--- config.mk ---
export PLATFORM = sky130hd
export DESIGN_NAME = tlpt_ctrl
export DESIGN_NICKNAME = d
export VERILOG_FILES = /design/src/hw/rtl/two_level_page_table_manager_macros.svh /design/src/hw/rtl/tlpt_pkg.sv /design/src/hw/rtl/tlpt_ctrl.sv
export SDC_FILE = /design/constraint.sdc
export NUM_CORES = 1
export LEC_CHECK = 0
export BUFFER_PORTS_ARGS = -buffer_cell sky130_fd_sc_hd__buf_4
export CORE_AREA = 2 2 39 41
export CTS_BUF_LIST = sky130_fd_sc_hd__clkbuf_4 sky130_fd_sc_hd__clkbuf_8
export CTS_CLUSTER_SIZE = 30
export DETAILED_ROUTE_END_ITERATION = 7
export DIE_AREA = 0 0 41 43
export GPL_TIMING_DRIVEN = 0
export PLACE_DENSITY = 0.75
export SYNTH_ARGS = -nofsm -noshare
export SYNTH_HDL_FRONTEND = slang
export SYNTH_SLANG_ARGS = --single-unit
--- constraint.sdc ---
create_clock -name clk -period 2.1 [get_ports clk]
set_input_delay 0.315 -clock clk [delete_from_list [all_inputs] [get_ports clk]]
set_output_delay 0.315 -clock clk [all_outputs]
set_load 0.01 [all_outputs]
--- src/hw/rtl/two_level_page_table_manager_macros.svh ---
// ----------------------------------------------------------------------------
// Two-level page table manager assertion macros
// Shared concurrent assertion forms, clocked on clk and disabled in reset.
// ----------------------------------------------------------------------------
`ifndef TWO_LEVEL_PAGE_TABLE_MANAGER_MACROS_SVH
`define TWO_LEVEL_PAGE_TABLE_MANAGER_MACROS_SVH

// Condition that must hold at every clock edge out of reset.
`define TLPT_ASSERT(lbl, cond, msg) \
	lbl: assert property (@(posedge clk) disable iff (!arst_n) (cond)) else $error(msg);

// Antecedent in one cycle implies the consequent in the next.
`define TLPT_ASSERT_NEXT(lbl, ante, cons, msg) \
	lbl: assert property (@(posedge clk) disable iff (!arst_n) (ante) |=> (cons)) \
		else $error(msg);

`endif

--- src/hw/rtl/tlpt_pkg.sv ---
// ----------------------------------------------------------------------------
// Two-level page table manager package
// Codes, sequencer states and the command and status words between the
// controller and the datapath.
// ----------------------------------------------------------------------------
`default_nettype none

package tlpt_pkg;

	localparam int IDX_W     = 10;
	localparam int DIR_DEPTH = 1024;
	localparam int CFG_IDX_W = 1;

	localparam logic [IDX_W-1:0] IDX_LAST = 10'h3FF;

	typedef logic [1:0] action_t;
	localparam action_t ACT_MAP   = 2'd0;
	localparam action_t ACT_UNMAP = 2'd1;
	localparam action_t ACT_XLATE = 2'd2;
	localparam action_t ACT_NOP   = 2'd3;

	typedef logic [1:0] status_t;
	localparam status_t ST_OK       = 2'd0;
	localparam status_t ST_NO_TABLE = 2'd1;
	localparam status_t ST_CONFLICT = 2'd2;
	localparam status_t ST_UNMAPPED = 2'd3;

	typedef logic [CFG_IDX_W-1:0] cfg_idx_t;
	localparam cfg_idx_t CFG_KEEP_MASK = 1'd0;
	localparam cfg_idx_t CFG_CHECK     = 1'd1;

	typedef enum logic [2:0] {
		S_CLR_DIR,
		S_IDLE,
		S_DIR,
		S_CLR_TBL,
		S_TBL_RD,
		S_TBL
	} state_t;

	typedef struct packed {
		logic    cnt_inc;
		logic    dir_clr;
		logic    capture;
		logic    alloc;
		logic    tbl_clr;
		logic    tbl_rd;
		logic    rd_from_dir;
		logic    tbl_wr;
		logic    tbl_zero;
		logic    res_valid;
		status_t res_status;
		logic    res_phys;
	} cmd_t;

	typedef struct packed {
		logic    cnt_last;
		logic    dir_present;
		logic    pool_empty;
		logic    entry_present;
		logic    conflict;
		action_t action;
	} sts_t;

endpackage

`default_nettype wire

--- src/hw/rtl/tlpt_ctrl.sv ---
// ----------------------------------------------------------------------------
// Page table manager controller
// Sequences the directory clear after reset, the directory and table reads
// of each request, table clearing on allocation, and the result.
// ----------------------------------------------------------------------------
`default_nettype none

module tlpt_ctrl (
	input  wire logic          clk,
	input  wire logic          arst_n,
	input  wire logic          start,
	output logic               busy,
	input  tlpt_pkg::sts_t     sts,
	output tlpt_pkg::cmd_t     cmd
);

	tlpt_pkg::state_t state_q, state_d;

	always_ff @(posedge clk or negedge arst_n) begin
		if (!arst_n) begin
			state_q <= tlpt_pkg::S_CLR_DIR;
		end else begin
			state_q <= state_d;
		end
	end

	always_comb begin
		state_d = state_q;
		cmd     = '0;
		busy    = 1'b1;
		unique case (state_q)
			tlpt_pkg::S_CLR_DIR: begin
				cmd.dir_clr = 1'b1;
				cmd.cnt_inc = 1'b1;
				if (sts.cnt_last) begin
					state_d = tlpt_pkg::S_IDLE;
				end
			end
			tlpt_pkg::S_IDLE: begin
				busy = 1'b0;
				if (start) begin
					cmd.capture = 1'b1;
					state_d     = tlpt_pkg::S_DIR;
				end
			end
			tlpt_pkg::S_DIR: begin
				unique case (sts.action) inside
					tlpt_pkg::ACT_MAP: begin
						if (sts.dir_present) begin
							cmd.tbl_rd      = 1'b1;
							cmd.rd_from_dir = 1'b1;
							state_d         = tlpt_pkg::S_TBL;
						end else if (sts.pool_empty) begin
							cmd.res_valid  = 1'b1;
							cmd.res_status = tlpt_pkg::ST_NO_TABLE;
							state_d        = tlpt_pkg::S_IDLE;
						end else begin
							cmd.alloc = 1'b1;
							state_d   = tlpt_pkg::S_CLR_TBL;
						end
					end
					tlpt_pkg::ACT_UNMAP, tlpt_pkg::ACT_XLATE: begin
						if (sts.dir_present) begin
							cmd.tbl_rd      = 1'b1;
							cmd.rd_from_dir = 1'b1;
							state_d         = tlpt_pkg::S_TBL;
						end else begin
							cmd.res_valid  = 1'b1;
							cmd.res_status = tlpt_pkg::ST_UNMAPPED;
							state_d        = tlpt_pkg::S_IDLE;
						end
					end
					default: begin
						cmd.res_valid  = 1'b1;
						cmd.res_status = tlpt_pkg::ST_OK;
						state_d        = tlpt_pkg::S_IDLE;
					end
				endcase
			end
			tlpt_pkg::S_CLR_TBL: begin
				cmd.tbl_clr = 1'b1;
				cmd.cnt_inc = 1'b1;
				if (sts.cnt_last) begin
					state_d = tlpt_pkg::S_TBL_RD;
				end
			end
			tlpt_pkg::S_TBL_RD: begin
				cmd.tbl_rd = 1'b1;
				state_d    = tlpt_pkg::S_TBL;
			end
			tlpt_pkg::S_TBL: begin
				cmd.res_valid = 1'b1;
				state_d       = tlpt_pkg::S_IDLE;
				unique case (sts.action) inside
					tlpt_pkg::ACT_MAP: begin
						if (sts.conflict) begin
							cmd.res_status = tlpt_pkg::ST_CONFLICT;
						end else begin
							cmd.tbl_wr     = 1'b1;
							cmd.res_status = tlpt_pkg::ST_OK;
						end
					end
					tlpt_pkg::ACT_UNMAP: begin
						if (sts.entry_present) begin
							cmd.tbl_wr     = 1'b1;
							cmd.tbl_zero   = 1'b1;
							cmd.res_status = tlpt_pkg::ST_OK;
						end else begin
							cmd.res_status = tlpt_pkg::ST_UNMAPPED;
						end
					end
					tlpt_pkg::ACT_XLATE: begin
						if (sts.entry_present) begin
							cmd.res_phys   = 1'b1;
							cmd.res_status = tlpt_pkg::ST_OK;
						end else begin
							cmd.res_status = tlpt_pkg::ST_UNMAPPED;
						end
					end
					default: begin
						cmd.res_status = tlpt_pkg::ST_OK;
					end
				endcase
			end
			default: begin
				state_d = tlpt_pkg::S_CLR_DIR;
			end
		endcase
	end

endmodule

`default_nettype wire

======== Word level (Yosys, flattened, before mapping) ========
Index checks and enable logic that the tools add are counted.
storage, ports and cells
  register bits ........................... 3
  input port bits ......................... 10
  output and inout bits ................... 14
  logic and storage cells ................. 55
cells by class
  equality and inequality tests ........... 10
  multiplexer cells ....................... 38
  reductions and logical operators ........ 6
operators by type and width
  cell                                                                    count
  3-bit 2-to-1 mux                                                        8
  3-bit one-hot mux with 2 select lines                                   3
  3-bit one-hot mux with 6 select lines                                   1
  1-bit 2-to-1 mux                                                        16
  2-bit 2-to-1 mux                                                        7
  3-bit by 2-bit equality test with 1-bit output (second input constant)  2
  3-bit equality test (second input constant)                             2
  2-bit != test (second input constant)                                   3
  1-bit one-hot mux with 2 select lines                                   2
  2-bit one-hot mux with 2 select lines                                   1
  2-bit OR reduction                                                      2
  3-bit by 1-bit equality test with 1-bit output (second input constant)  1
  3-bit logical NOT                                                       1
  3-bit AND reduction                                                     1
  3-bit OR reduction                                                      1
  2-bit by 1-bit equality test with 1-bit output (second input constant)  1
  2-bit equality test (second input constant)                             1
  2-bit logical NOT                                                       1

======== Logic depth before layout (Yosys ltp) ========
  depth in word-level cells ............... 4
  gate-level depth with buffers ........... 5

======== Worst setup path before layout ========
OpenSTA, ideal clock, no wires.
  path type ............................... reg2out
  from .................................... reg state_q[2]
  to ...................................... out cmd[2] (netlist bit)
  arrival time ............................ 1335 ps
  setup slack ............................. 450 ps
  stages on the path, launching flop included .. 5
  cells stage by stage .................... dfrtp_1 -> buf_6 -> or3b_4 -> or3b_1 -> o31ai_1
RTL lines
  element                 RTL line         RTL
  start, declared         tlpt_ctrl.sv:17  tlpt_pkg::state_t state_q, state_d;
  start signal, assigned  tlpt_ctrl.sv:21  state_q <= tlpt_pkg::S_CLR_DIR;
  start signal, assigned  tlpt_ctrl.sv:23  state_q <= state_d;
  end, declared           tlpt_ctrl.sv:14  output tlpt_pkg::cmd_t cmd

==> results_dict.tcl <==
set metrics [dict create \
    status "finished clean" \
    fin_crit_ns 2.05 \
    endpoint_kind "output port" \
    syn_avg_cell_area_um2 7.40 \
    crit_required_ns 1.78 \
    async_flop_share_pct 100 \
    synth_common_cells "nor2_1 (9), inv_1 (6), nand2_1 (6), nand2b_1 (6), ha_1 (5)" \
    reg.largest.list "state_q: 3 flops" \
    die_h_um 43 \
    syn2layout_area_growth_pct 53.5 \
    io_pins 24 \
    wl_met1_um 453 \
    synth_warnings 0 \
    max_clock_freq_mhz 488 \
    min_period_over_period_pct 97.6 \
    netlist.area_leader.share_pct 16.6 \
    core_area_um2 1380 \
    vias_per_cell 4.72 \
    cts_buffers 3 \
    p_leak_nw 0.357 \
    cts_tree "built" \
    fin_skew_ns 0.00444 \
    grt_max_degree 11 \
    routedWlPerCell_um 10.5 \
    rows 14 \
    ir_drop_mv 0.339 \
    start_util_pct 32.6 \
    placed_cell_area_um2 644 \
    top_register "state_q" \
    cts_num_sinks 3 \
    critical_path_buf_inv_count 2 \
    hold_viol 0 \
    cp-start-kind "flip-flop" \
    chipWidth_um 41 \
    highest-signal-layer "met4" \
    tightest_slew_ns 0.372 \
    cp_max_fo 9 \
    slew_headroom_pct 75.2 \
    syn-num-nets 76 \
    multi_input_area_um2 335 \
    drtAntennaViolNets 0 \
    hold_class "primary input to flip-flop" \
    crit_chain "buf_6 > or3b_4 > or3b_1 > o31ai_1 > buf_4" \
    critical_path_arrival_ns 1.73 \
    antenna_found_initial 0 \
    ys_seq_area_share_pct 16.6 \
    finalSetupViolCount 0 \
    synth_ff_type "dfrtp_1" \
    synth_edf_count 0 \
    dp_hpwl_um 892 \
    crit_type "flip-flop to output port" \
    switching_share_pct 41.3 \
    critical-path-max-stage-delay_ns 0.40 \
    synth_cells 61 \
    dieArea_um2 1760 \
    diodes 0 \
    slowest_stage "or3b_4" \
    critPathTopFamily "simple AND/OR/NAND/NOR gates" \
    vias 500 \
    clk_path_buf_depth 2 \
    rsz0062_at_grt "false" \
    drc_errors 0 \
    synth_seq_cells 3 \
    syn_area_um2 452 \
    drtIter0Drc 15 \
    regArea_um2 75.1 \
    dr.pass1.iters 4 \
    gp_congestion 0.705 \
    largest_register_ffs 3 \
    seq_power_share_pct 13.6 \
    stdcell_area_um2 693 \
    final_layout_size_suffix_gt1_share_pct 35.6 \
    powerDensity_nw_per_um2 1040 \
    grt-ovfl-total 0 \
    drv_slew 0 \
    fillers 144 \
    cts_root_buffer "clkbuf_4" \
    clockPowerShare_pct 16.4 \
    clk_latency_ns 0.24 \
    drt-total-wl_mm 1.11 \
    htree_num_levels 1 \
    fin_nets 106 \
    intPower_w 0.000422 \
    cts.clk_slew.worst_paths_ns 0.04 \
    met3WireLength_um 94 \
    p_switching_w 0.000296 \
    synthTopCellsByArea "dfrtp_1 (17%), ha_1 (14%), nand2b_1 (8.3%)" \
    port_buffers 23 \
    yosysUniqueCellTypes 24 \
    grt_usage_pct 14.8 \
    cap_violations 0 \
    yosysTopAreaCell "dfrtp_1" \
    grt_pass1_vias 434 \
    grt_pass1_wl_mm 1.75 \
    yosysMostFrequentCell "nor2_1" \
    finalSetupTns_ns 0 \
    p_comb_share_pct 70.0 \
    wl_met2_um 546 \
]
logic make-up after synthesis:
group	Yosys count	synth area share [%]
simple gates	28	36.3
xor+xnor	1	1.94
buf+inv	9	9.14
compound gates	15	22.2
fa+ha+maj	5	13.9
flops	3	16.6
worst paths after layout:
check / from / to / cells past startpoint / slack [ns]
setup / recovery: state_q[2] / cmd[2] / 5 / 0.05
hold / removal: sts[4] / state_q[1] / 3 / 0.37
setup reg to reg: state_q[2] / state_q[1] / 5 / 0.60
hold reg to reg: state_q[0] / state_q[1] / 2 / 0.60
max in group asynchronous: arst_n / state_q[0] / 2 / 1.60
min in group asynchronous: arst_n / state_q[1] / 2 / 0.40
metal layers:
metal | global-route usage (%) | vias to the layer above
met5 | 0 | -
met4 | 10.0 | 0
met3 | 3.66 | 2
met2 | 24.4 | 22
met1 | 15.4 | 213
li1 | - | 263
cell usage in the layout, fill, tap and decap left out, drive strengths merged:
master and instances:
nor3 1, clkbuf 6, o2bb2ai 1, ha 5, nand3b 1, inv 6
dfrtp 3, a21oi 4, o31ai 2, or3b 2, o22ai 1, a21o 2
nand2 6, dlygate4sd3 1, o21ai 2, nor4b 1, nand2b 6, o21a 1
nor2 9, xor2 1, nor2b 1, or2b 1, o31a 2, buf 25
timing repair:
action                                 CTS  global route
setup endpoints to repair                0             2
hold buffers                             1             0
endpoints found under the hold margin    3             0
buffers inserted                         0             1
gates resized for setup                  0             2
tightest hold or removal path, stage by stage:
cell	delay, ns
buf_4	0.10
nor4b_4	0.05
o2bb2ai_1	0.11
per-stage QoR:
| stage | util (%) | hold WS (ns) | setup WS (ns) | cells | total power [W] |
|---|---|---|---|---|---|
| global route | 50.1 | 0.379 | 0.00319 | 106 | 0.000782 |
| global placement | 46.6 | 0.104 | 0.299 | 100 | 0.000581 |
| detailed placement | 46.6 | 0.106 | 0.292 | 100 | 0.000591 |
| CTS | 49.5 | 0.369 | 0.0354 | 105 | 0.000715 |
| floorplan | - | 0.0194 | 0.450 | 61 | 0.000405 |
| finish | 50.1 | 0.372 | 0.0504 | 106 | 0.000718 |
cell type report:
class                      count  area share [%]
inverter                       6            3.25
buffer                         3            2.89
tap                           16            2.89
timing repair buffer          25            27.4
clock buffer                   4            4.33
sequential                     3            10.8
multi-input combinational     49            48.4
power groups by stage:
stage,registers (W),logic [W],clock network [W]
after floorplan,0.0000961,0.000309,0
after global placement,0.0000978,0.000483,0
after detailed placement,0.0000991,0.000492,0
after global routing,0.000101,0.000552,0.000129
after CTS,0.0000983,0.000494,0.000122
final,0.0000977,0.000503,0.000118
Note: power is estimated with default switching activity, not from simulation.
